$ cat src/rtl/rrqs_pkg.sv
// ----------------------------------------------------------------------------
// rrqs_pkg
// Shared types and codes for the round-robin quantum scheduler.
// ----------------------------------------------------------------------------
package rrqs_pkg;

  localparam int unsigned ID_W    = 8;
  localparam int unsigned WORK_W  = 16;
  localparam int unsigned STAT_W  = 2;
  localparam logic [WORK_W-1:0] QUANTUM_RESET = 16'd4;

  localparam logic MODE_ADD = 1'b0;
  localparam logic MODE_RUN = 1'b1;

  localparam logic [STAT_W-1:0] ST_ADDED = 2'd0;
  localparam logic [STAT_W-1:0] ST_FULL  = 2'd1;
  localparam logic [STAT_W-1:0] ST_RAN   = 2'd2;
  localparam logic [STAT_W-1:0] ST_IDLE  = 2'd3;

  typedef struct packed {
    logic              mode;
    logic [ID_W-1:0]   job_id;
    logic [WORK_W-1:0] work_amount;
  } in_word_t;

  typedef struct packed {
    logic [STAT_W-1:0] status;
    logic [ID_W-1:0]   served_id;
    logic [WORK_W-1:0] units_run;
    logic [WORK_W-1:0] work_left;
    logic              job_done;
    logic              ring_empty;
  } out_word_t;

  // Commands from the controller to the datapath.
  typedef struct packed {
    logic load;    // capture the accepted input word
    logic read;    // read the head entry of the ring
    logic commit;  // update ring, pointers and output word
  } dp_cmd_t;

endpackage

$ cat src/rtl/round_robin_quantum_scheduler.sv
// ----------------------------------------------------------------------------
// round_robin_quantum_scheduler: time-slice job scheduler over a job ring
// Each accepted word passes capture, ring read and commit in turn; the ring head
// read is registered, and a stalled output holds the commit. No new word is
// accepted until the last one has been committed.
// Reset (rst_n, synchronous): ring emptied, pointers zero, quantum back to 4.
// ----------------------------------------------------------------------------
module round_robin_quantum_scheduler
  import rrqs_pkg::*;
#(
  parameter int unsigned RING_DEPTH = 16
)
(
  input  logic              clk,
  input  logic              rst_n,
  // input channel: add a job or run one turn
  input  logic              in_valid,
  output logic              in_ready,
  input  in_word_t          in_word,
  // result channel: one word per input word
  output logic              out_valid,
  input  logic              out_ready,
  output out_word_t         out_word,
  // time quantum register
  input  logic              cfg_we,
  input  logic [WORK_W-1:0] cfg_wdata
);

  dp_cmd_t cmd;

  // Controller: owns handshakes and the sequence capture -> read -> commit.
  rrqs_ctrl u_ctrl (
    .clk       (clk),
    .rst_n     (rst_n),
    .in_valid  (in_valid),
    .in_ready  (in_ready),
    .out_valid (out_valid),
    .out_ready (out_ready),
    .cmd       (cmd)
  );

  // Datapath: ring memory, head/tail/count, quantum compare and subtract,
  // and the output register that holds a finished word until taken.
  rrqs_dp #(
    .RING_DEPTH (RING_DEPTH)
  ) u_dp (
    .clk       (clk),
    .rst_n     (rst_n),
    .cmd       (cmd),
    .in_word   (in_word),
    .cfg_we    (cfg_we),
    .cfg_wdata (cfg_wdata),
    .out_word  (out_word)
  );

endmodule

$ cat src/rtl/rrqs_ctrl.sv
// ----------------------------------------------------------------------------
// rrqs_ctrl
// Sequencer: accept a word, read the ring head, commit when the output is free.
// ----------------------------------------------------------------------------
module rrqs_ctrl
  import rrqs_pkg::*;
(
  input  logic    clk,
  input  logic    rst_n,
  input  logic    in_valid,
  output logic    in_ready,
  output logic    out_valid,
  input  logic    out_ready,
  output dp_cmd_t cmd
);

  typedef enum logic [1:0] {
    S_IDLE,
    S_READ,
    S_EXEC
  } state_t;

  state_t state_r, state_nxt;
  logic   out_valid_r, out_valid_nxt;
  logic   commit;

  assign in_ready   = (state_r == S_IDLE);
  assign out_valid  = out_valid_r;
  // Commit only when the output register is empty or being drained.
  assign commit     = (state_r == S_EXEC) && (!out_valid_r || out_ready);
  assign cmd.load   = in_valid && in_ready;
  assign cmd.read   = (state_r == S_READ);
  assign cmd.commit = commit;

  always_comb begin
    state_nxt     = state_r;
    out_valid_nxt = out_valid_r;
    if (out_valid_r && out_ready) begin
      out_valid_nxt = 1'b0;
    end
    unique case (state_r)
      S_IDLE: begin
        if (in_valid) begin
          state_nxt = S_READ;
        end
      end
      S_READ: begin
        state_nxt = S_EXEC;
      end
      S_EXEC: begin
        if (commit) begin
          state_nxt     = S_IDLE;
          out_valid_nxt = 1'b1;
        end
      end
      default: begin
        state_nxt = S_IDLE;
      end
    endcase
  end

  always_ff @(posedge clk) begin
    if (!rst_n) begin
      state_r     <= S_IDLE;
      out_valid_r <= 1'b0;
    end else begin
      state_r     <= state_nxt;
      out_valid_r <= out_valid_nxt;
    end
  end

endmodule

$ cat src/rtl/rrqs_dp.sv
// ----------------------------------------------------------------------------
// rrqs_dp
// Job ring storage, pointers, job count, quantum register and result word.
// ----------------------------------------------------------------------------
module rrqs_dp
  import rrqs_pkg::*;
#(
  parameter int unsigned RING_DEPTH = 16
)
(
  input  logic              clk,
  input  logic              rst_n,
  input  dp_cmd_t           cmd,
  input  in_word_t          in_word,
  input  logic              cfg_we,
  input  logic [WORK_W-1:0] cfg_wdata,
  output out_word_t         out_word
);

  localparam int unsigned PTR_W = (RING_DEPTH > 1) ? $clog2(RING_DEPTH) : 1;
  localparam int unsigned CNT_W = $clog2(RING_DEPTH + 1);
  localparam logic [PTR_W-1:0] PTR_LAST = PTR_W'(RING_DEPTH - 1);
  localparam logic [CNT_W-1:0] CNT_FULL = CNT_W'(RING_DEPTH);
  localparam logic [CNT_W-1:0] CNT_ONE  = CNT_W'(1);

  logic [ID_W-1:0]   id_mem   [RING_DEPTH];
  logic [WORK_W-1:0] work_mem [RING_DEPTH];

  in_word_t          item_r;
  logic [ID_W-1:0]   rd_id_r;
  logic [WORK_W-1:0] rd_work_r;
  logic [WORK_W-1:0] quantum_r;
  logic [PTR_W-1:0]  head_r, head_nxt;
  logic [PTR_W-1:0]  tail_r, tail_nxt;
  logic [CNT_W-1:0]  count_r, count_nxt;
  out_word_t         out_r, out_nxt;

  logic              wr_en;
  logic [ID_W-1:0]   wr_id;
  logic [WORK_W-1:0] wr_work;
  logic [PTR_W-1:0]  head_inc, tail_inc;

  assign head_inc = (head_r == PTR_LAST) ? '0 : head_r + PTR_W'(1);
  assign tail_inc = (tail_r == PTR_LAST) ? '0 : tail_r + PTR_W'(1);
  assign out_word = out_r;

  always_comb begin
    head_nxt  = head_r;
    tail_nxt  = tail_r;
    count_nxt = count_r;
    wr_en     = 1'b0;
    wr_id     = item_r.job_id;
    wr_work   = item_r.work_amount;
    out_nxt   = '0;
    if (item_r.mode == MODE_ADD) begin
      if (count_r == CNT_FULL) begin
        out_nxt.status = ST_FULL;
      end else begin
        wr_en             = 1'b1;
        tail_nxt          = tail_inc;
        count_nxt         = count_r + CNT_ONE;
        out_nxt.status    = ST_ADDED;
        out_nxt.served_id = item_r.job_id;
        out_nxt.work_left = item_r.work_amount;
      end
    end else if (count_r == '0) begin
      out_nxt.status     = ST_IDLE;
      out_nxt.ring_empty = 1'b1;
    end else begin
      out_nxt.status    = ST_RAN;
      out_nxt.served_id = rd_id_r;
      head_nxt          = head_inc;
      if (rd_work_r > quantum_r) begin
        // Rotate: run one quantum, requeue the rest at the tail.
        wr_en             = 1'b1;
        wr_id             = rd_id_r;
        wr_work           = rd_work_r - quantum_r;
        tail_nxt          = tail_inc;
        out_nxt.units_run = quantum_r;
        out_nxt.work_left = rd_work_r - quantum_r;
      end else begin
        count_nxt          = count_r - CNT_ONE;
        out_nxt.units_run  = rd_work_r;
        out_nxt.job_done   = 1'b1;
        out_nxt.ring_empty = (count_r == CNT_ONE);
      end
    end
  end

  always_ff @(posedge clk) begin
    if (cmd.read) begin
      rd_id_r   <= id_mem[head_r];
      rd_work_r <= work_mem[head_r];
    end
    if (cmd.commit && wr_en) begin
      id_mem[tail_r]   <= wr_id;
      work_mem[tail_r] <= wr_work;
    end
  end

  always_ff @(posedge clk) begin
    if (cmd.load) begin
      item_r <= in_word;
    end
    if (cmd.commit) begin
      out_r <= out_nxt;
    end
  end

  always_ff @(posedge clk) begin
    if (!rst_n) begin
      head_r    <= '0;
      tail_r    <= '0;
      count_r   <= '0;
      quantum_r <= QUANTUM_RESET;
    end else begin
      if (cfg_we) begin
        quantum_r <= cfg_wdata;
      end
      if (cmd.commit) begin
        head_r  <= head_nxt;
        tail_r  <= tail_nxt;
        count_r <= count_nxt;
      end
    end
  end

endmodule

$ cat config.mk
export PLATFORM = sky130hd
export DESIGN_NAME = round_robin_quantum_scheduler
export DESIGN_NICKNAME = d
export VERILOG_FILES = /design/src/rtl/rrqs_pkg.sv /design/src/rtl/round_robin_quantum_scheduler.sv /design/src/rtl/rrqs_ctrl.sv /design/src/rtl/rrqs_dp.sv
export SDC_FILE = /design/constraint.sdc
export NUM_CORES = 1
export LEC_CHECK = 0
export ABC_AREA = 1
export BUFFER_PORTS_ARGS = -buffer_cell sky130_fd_sc_hd__buf_2
export CORE_MARGIN = 2
export CORE_UTILIZATION = 45
export DETAILED_ROUTE_END_ITERATION = 10
export PLACE_DENSITY_LB_ADDON = 0.15
export SKIP_CTS_REPAIR_TIMING = 1
export SYNTH_ARGS = -nofsm -noshare
export SYNTH_HDL_FRONTEND = slang
export SYNTH_SLANG_ARGS = --single-unit
$ cat constraint.sdc
create_clock -name clk -period 9.46 [get_ports clk]
set_input_delay 1.892 -clock clk [delete_from_list [all_inputs] [get_ports clk]]
set_output_delay 1.892 -clock clk [all_outputs]
set_load 0.03 [all_outputs]
Yosys cells after proc, flatten, opt, wreduce, memory -nomap -nowiden. Memory sizes are Yosys's and may differ from the RTL's. A register that Yosys moved wholly into a read port is not among the register bits. Index checks and enable logic that the tools add are counted.

Equality and inequality tests: 12. Add/sub/neg operators: 5. Reductions and logical operators: 13. Mux-type cells: 39. Bitwise logic cells: 2. Magnitude comparators: 1.

Operator list (count): two-way mux 16 bit (7); two-way mux 41 bit (1); two-way mux 8 bit (4); two-way mux 4 bit (6); two-way mux 5 bit (4); greater-than comparator 16 bit (1); subtractor 16 bit (1); two-way mux 1 bit (12); two-way mux 10 bit (1); adder 4 x 1 -> 4 bit, second input constant (2); equality test 4 bit, second input constant (2); != test 2 bit, second input constant (4); AND reduction 4 bit (2); two-way mux 2 bit (3); case mux 2 bit (3 select lines) (1); adder 5 x 1 -> 5 bit, second input constant (1); equality test 5 x 1 -> 1 bit, second input constant (1); equality test 5 bit, second input constant (1); zero test 5 bit (1); subtractor 5 x 1 -> 5 bit, second input constant (1); logical AND 1 bit (4); != test 2 x 1 -> 1 bit, second input constant (2); AND reduction 3 bit (1); equality test 2 x 1 -> 1 bit, second input constant (1); 7 further kinds (8).

Memories kept: 2. Bits in writable memories: 384. Flip-flop bits (word level): 101. Input port bits: 46. Logic and storage cells: 89.

Memory list: u_dp.work_mem (depth 16, width 16, rd ports 1, clocked after Yosys merged registers in 1, write ports 1, RTL line rrqs_dp.sv:27) `logic [WORK_W-1:0] work_mem [RING_DEPTH];`; u_dp.id_mem (depth 16, width 8, rd ports 1, clocked after Yosys merged registers in 1, write ports 1, RTL line rrqs_dp.sv:26) `logic [ID_W-1:0] id_mem [RING_DEPTH];`.

Logic depth before layout (Yosys ltp).
Word-level depth: 7. Depth in mapped cells: 17. Depth with buffers taken out: 16.

Hierarchy. A second synthesis with hierarchy kept.

Cell total of the unflattened synthesis: 1631. Area, all modules: 20907.6 µm².

By module, submodules not included: rrqs_dp (instances 1, cells each 1610, area each 20749.9 µm²); rrqs_ctrl (instances 1, cells each 21, area each 157.7 µm²).

Least setup slack after synthesis. OpenSTA, ideal clock, no wires.

Kind: input to register. Start point: in out_ready. End point: mem u_dp.id_mem[0][0], enable pin. Slack: 3.329 ns. Arrival time: 5.696 ns. Path buffers: 1. Stages: 7. Path through: nor2_1 -> nor2_2 -> inv_1 -> nor2_4 -> nand2_2 -> buf_2 -> nor3_1.

RTL lines: start, declared (RTL line round_robin_quantum_scheduler.sv:22) `input logic out_ready,`; end, declared (RTL line rrqs_dp.sv:26).

==> summary.md <==
| Metric | Value |
|---|---|
| Status | `completed` |
| Vias in the first global route | `12,600` |
| Gr usage total | `0.213` |
| Worst-path cell chain | `buf_2 -> nor2_1 -> nor2_4 -> buf_4 -> inv_1 -> nor2_4 -> nand2_2 -> nor3_2 -> buf_4` |
| Fin Setup TNS | `0 ns` |
| Crit path required time | `around 9.8 ns` |
| R2R Path Start | `u_dp.rd_work_r[0]$_DFFE_PN_` |
| Die X | `roughly 220 microns` |
| Final HPWL DP | `between 30,000 and 40,000 microns` |
| First-pass GRT wire length | `76,100 microns` |
| Crit path launch | `out_ready` |
| Count of cell types in the netlist | `40` |
| Die area | `48,000 sq um` |
| Yosys warnings | `0` |
| Synth Net Count | `1,700` |
| Number of synthesized flops with an enable pin | `roughly 480` |
| CTS tree | `yes` |
| CTS Buf Count | `53` |
| Share of the synthesized area in the top cell type | `0.688` |
| Avg Inst Size Synth | `12.8 sq um` |
| Total Nets Final | `around 1,800` |
| Most frequent cells in the layout | `edfxtp_1 (477), nor2_1 (242), nand2_1 (182)` |
| Initial antenna violation count | `0` |
| Initial core utilization | `0.457` |
| Post-synthesis adder-cell area fraction | `0.0154` |
| Worst EP arrival | `5.00 ns` |
| Fin. Hold Viols | `0` |
| PD cells | `about 200 nW/um^2` |
| Global route overflow | `0` |
| Min Tclk post-route | `between 4 and 5 ns` |
| Via density | `around 5.5` |
| Worst skew pair latency | `0.61 ns` |
| Setup Viol. Count Final | `0` |
| Max Cap Viol | `0` |
| Period utilization | `0.498` |
| Crit path launch type | `input port` |
| Worst-margin pin slew | `about 1.3 ns` |
| Simple logic cell fraction of the synthesized area | `0.107` |
| Utilization after layout | `0.520` |
| Unrepaired setup endpoints after global routing | `false` |
| Sequential share of the synthesized area | `0.719` |
| Crit path max fanout | `46` |
| Setup Crit Path Kind | `in -> reg` |
| Level count of the clock H-tree | `2` |
| Post-synth top area cell | `edfxtp_1` |
| CP Capture Type | `register` |
| Clk sinks | `approximately 500` |
| Total wire length | `between 50,000 and 60,000 microns` |
| Port Buf Inserts | `about 90` |
| Core Area | `~45,000 sq um` |
| ANT nets after route | `0` |
| Final Max Tran Viols | `0` |
| Synthesized cell area | `20,800 sq um` |
| Post-synthesis compound-gate area fraction | `0.0993` |
| Yosys reg bits | `about 500` |
| XOR/XNOR Fraction of Synth Area | `0.00674` |
| Crit path max-delay family | `simple AND/OR/NAND/NOR gates` |
| CTS root buf | `clkbuf_16` |
| Fillers | `3,976` |
| HP Start | `u_dp.quantum_r[6]$_SDFFE_PN0P_` |
| Peak supply drop | `approximately 0.16 mV` |
| Largest family of logic cells by synthesized area | `simple AND/OR/NAND/NOR gates` |
| WL per Instance | `between 20 and 25 microns` |
| Buffer and inverter count on the worst path | `4` |
| Die height | `219 microns` |
| Io pins | `92` |
| Async SR Flop Fraction | `0` |
| Pre-Repair DR Iteration Count | `5` |
| Via count | `13,000` |
| Hold crit path type | `reg -> reg` |
| Synth-to-Final Area Change | `13.7%` |
| Slowest Stage Delay on Critical Path | `between 1 and 1.5 ns` |
| Leak pwr | `roughly 8.1 nW` |
| CTS Buffer Depth | `3` |
| Cells after Synth | `around 1,600` |
| Rel. slew slack | `0.142` |
| Top_reg_cell synth | `edfxtp_1` |
| DRT iter0 DRCs | `around 1,300` |
| Max Fclk | `approximately 210 MHz` |
| Routability cong. | `about 0.84` |
| Residual DRC | `0` |
| Clock slew at reported path FFs | `0.06 ns` |
| Clock Skew | `0.0221 ns` |
| Row Count | `78` |
| Synth area leaders | `edfxtp_1 (69%), nor2_1 (4.4%), o21ai_0 (3.5%)` |
| Largest net degree at the start of global routing | `96` |
| Mux contribution to synthesized area | `0.0173` |
| Fraction of layout cells with a size suffix above 1 | `0.139` |
| Crit-path slowest cell | `nor3_2` |
| Most common cell after layout, fill and taps aside | `edfxtp_1` |
cell families (layout without fill, tap and decap cells):
| logic type | Yosys count | count (layout) |
|---|---|---|
| xor+xnor | 16 | 16 |
| buf+inv | 178 | 317 |
| fa+ha+maj | 25 | 25 |
| flops | 509 | 509 |
| compound gates | 330 | 330 |
| mux | 36 | 36 |
| other cells | 0 | 1 |
| simple gates | 535 | 535 |
per-layer routing:
layer	vias to the layer above	track usage	part of all wire
met1	6409	0.319	0.48
li1	6160	-	-
met2	405	0.321	0.44
met4	0	0.0577	0.022
met5	-	0	0
met3	66	0.0366	0.062
where the power goes:
group | switching, W | leakage [nW] | internal [W] | total, W
Combinational | 0.000167 | 2.68 | 0.0000598 | 0.000226
Sequential | 0.0000119 | 4.59 | 0.00251 | 0.00252
Clock | 0.000849 | 0.795 | 0.00111 | 0.00196
final timing paths:
check	end	slack (ns)	cells after the start
min reg2reg	u_dp.quantum_r[6]$_SDFFE_PN0P_	0.49	2
min	u_dp.quantum_r[6]$_SDFFE_PN0P_	0.49	2
max reg2reg	u_dp.work_mem[7][10]$_DFFE_PP_	5.51	15
max	u_dp.work_mem[7][10]$_DFFE_PP_	4.75	9
area by class of cell:
cell class | instances | area (sq um) | area share
Sequential cell | 509 | 15000 | 0.633
Multi-Input combinational cell | 942 | 5200 | 0.220
Clock buffer | 63 | 1410 | 0.0595
Timing Repair Buffer | 132 | 763 | 0.0323
Tap cell | 600 | 751 | 0.0317
Inverter | 88 | 333 | 0.0141
Clock inverter | 34 | 216 | 0.00915
Antenna cell | 1 | 2.50 | 0.000106
through the flow:
step	area, sq um	setup slack, ns	std cells	hold WS, ns	power [W]
after floorplan	20800	3.33	1629	0.421	0.00270
final	23600	4.75	2369	0.490	0.00470
after detailed placement	22000	4.15	2271	0.480	0.00279
after global placement	22000	4.21	2271	0.468	0.00279
after global routing	23600	4.49	2368	0.521	0.00486
after CTS	23600	4.79	2368	0.490	0.00475
worst min-delay path, cell delays in order, from the launching register on:
cell     delay [ns]
dfxtp_1        0.29
inv_1          0.08
a21oi_1        0.07
sequential cells by signal, summed over array words and instances (netlist names):
name              count
u_dp.id_mem         128
u_dp.item_r          25
u_dp.rd_work_r       16
u_ctrl.state_r        2
u_dp.head_r           4
u_dp.tail_r           4
u_dp.count_r          5
u_dp.work_mem       256
u_dp.out_word        44
u_ctrl.out_valid      1
u_dp.quantum_r       16
u_dp.rd_id_r          8
cells in the mapped netlist (2+ instances only):
| cell | instances |
|---|---|
| edfxtp_1 | 477 |
| nor2_1 | 244 |
| nand2_1 | 182 |
| o21ai_0 | 147 |
| inv_1 | 85 |
| nand3_1 | 66 |
| o32ai_1 | 60 |
| clkbuf_1 | 56 |
| a21oi_1 | 40 |
| mux2i_1 | 36 |
| o221ai_1 | 36 |
| dfxtp_1 | 32 |
| buf_2 | 25 |
| ha_1 | 24 |
| o21ai_1 | 24 |
| nor3_1 | 20 |
| o211ai_1 | 12 |
| xor2_1 | 10 |
| xnor2_1 | 6 |
| a21o_1 | 4 |
| nand3b_1 | 4 |
| buf_1 | 3 |
| buf_4 | 3 |
| buf_6 | 3 |
| nand2_2 | 3 |
| nand4_1 | 3 |
| nor2_2 | 3 |
| nor2_4 | 3 |
| o21bai_1 | 3 |
| inv_2 | 2 |
| nand2_4 | 2 |
| o22ai_1 | 2 |
| or2_2 | 2 |
No activity file was read; power rests on OpenSTA's default activity.
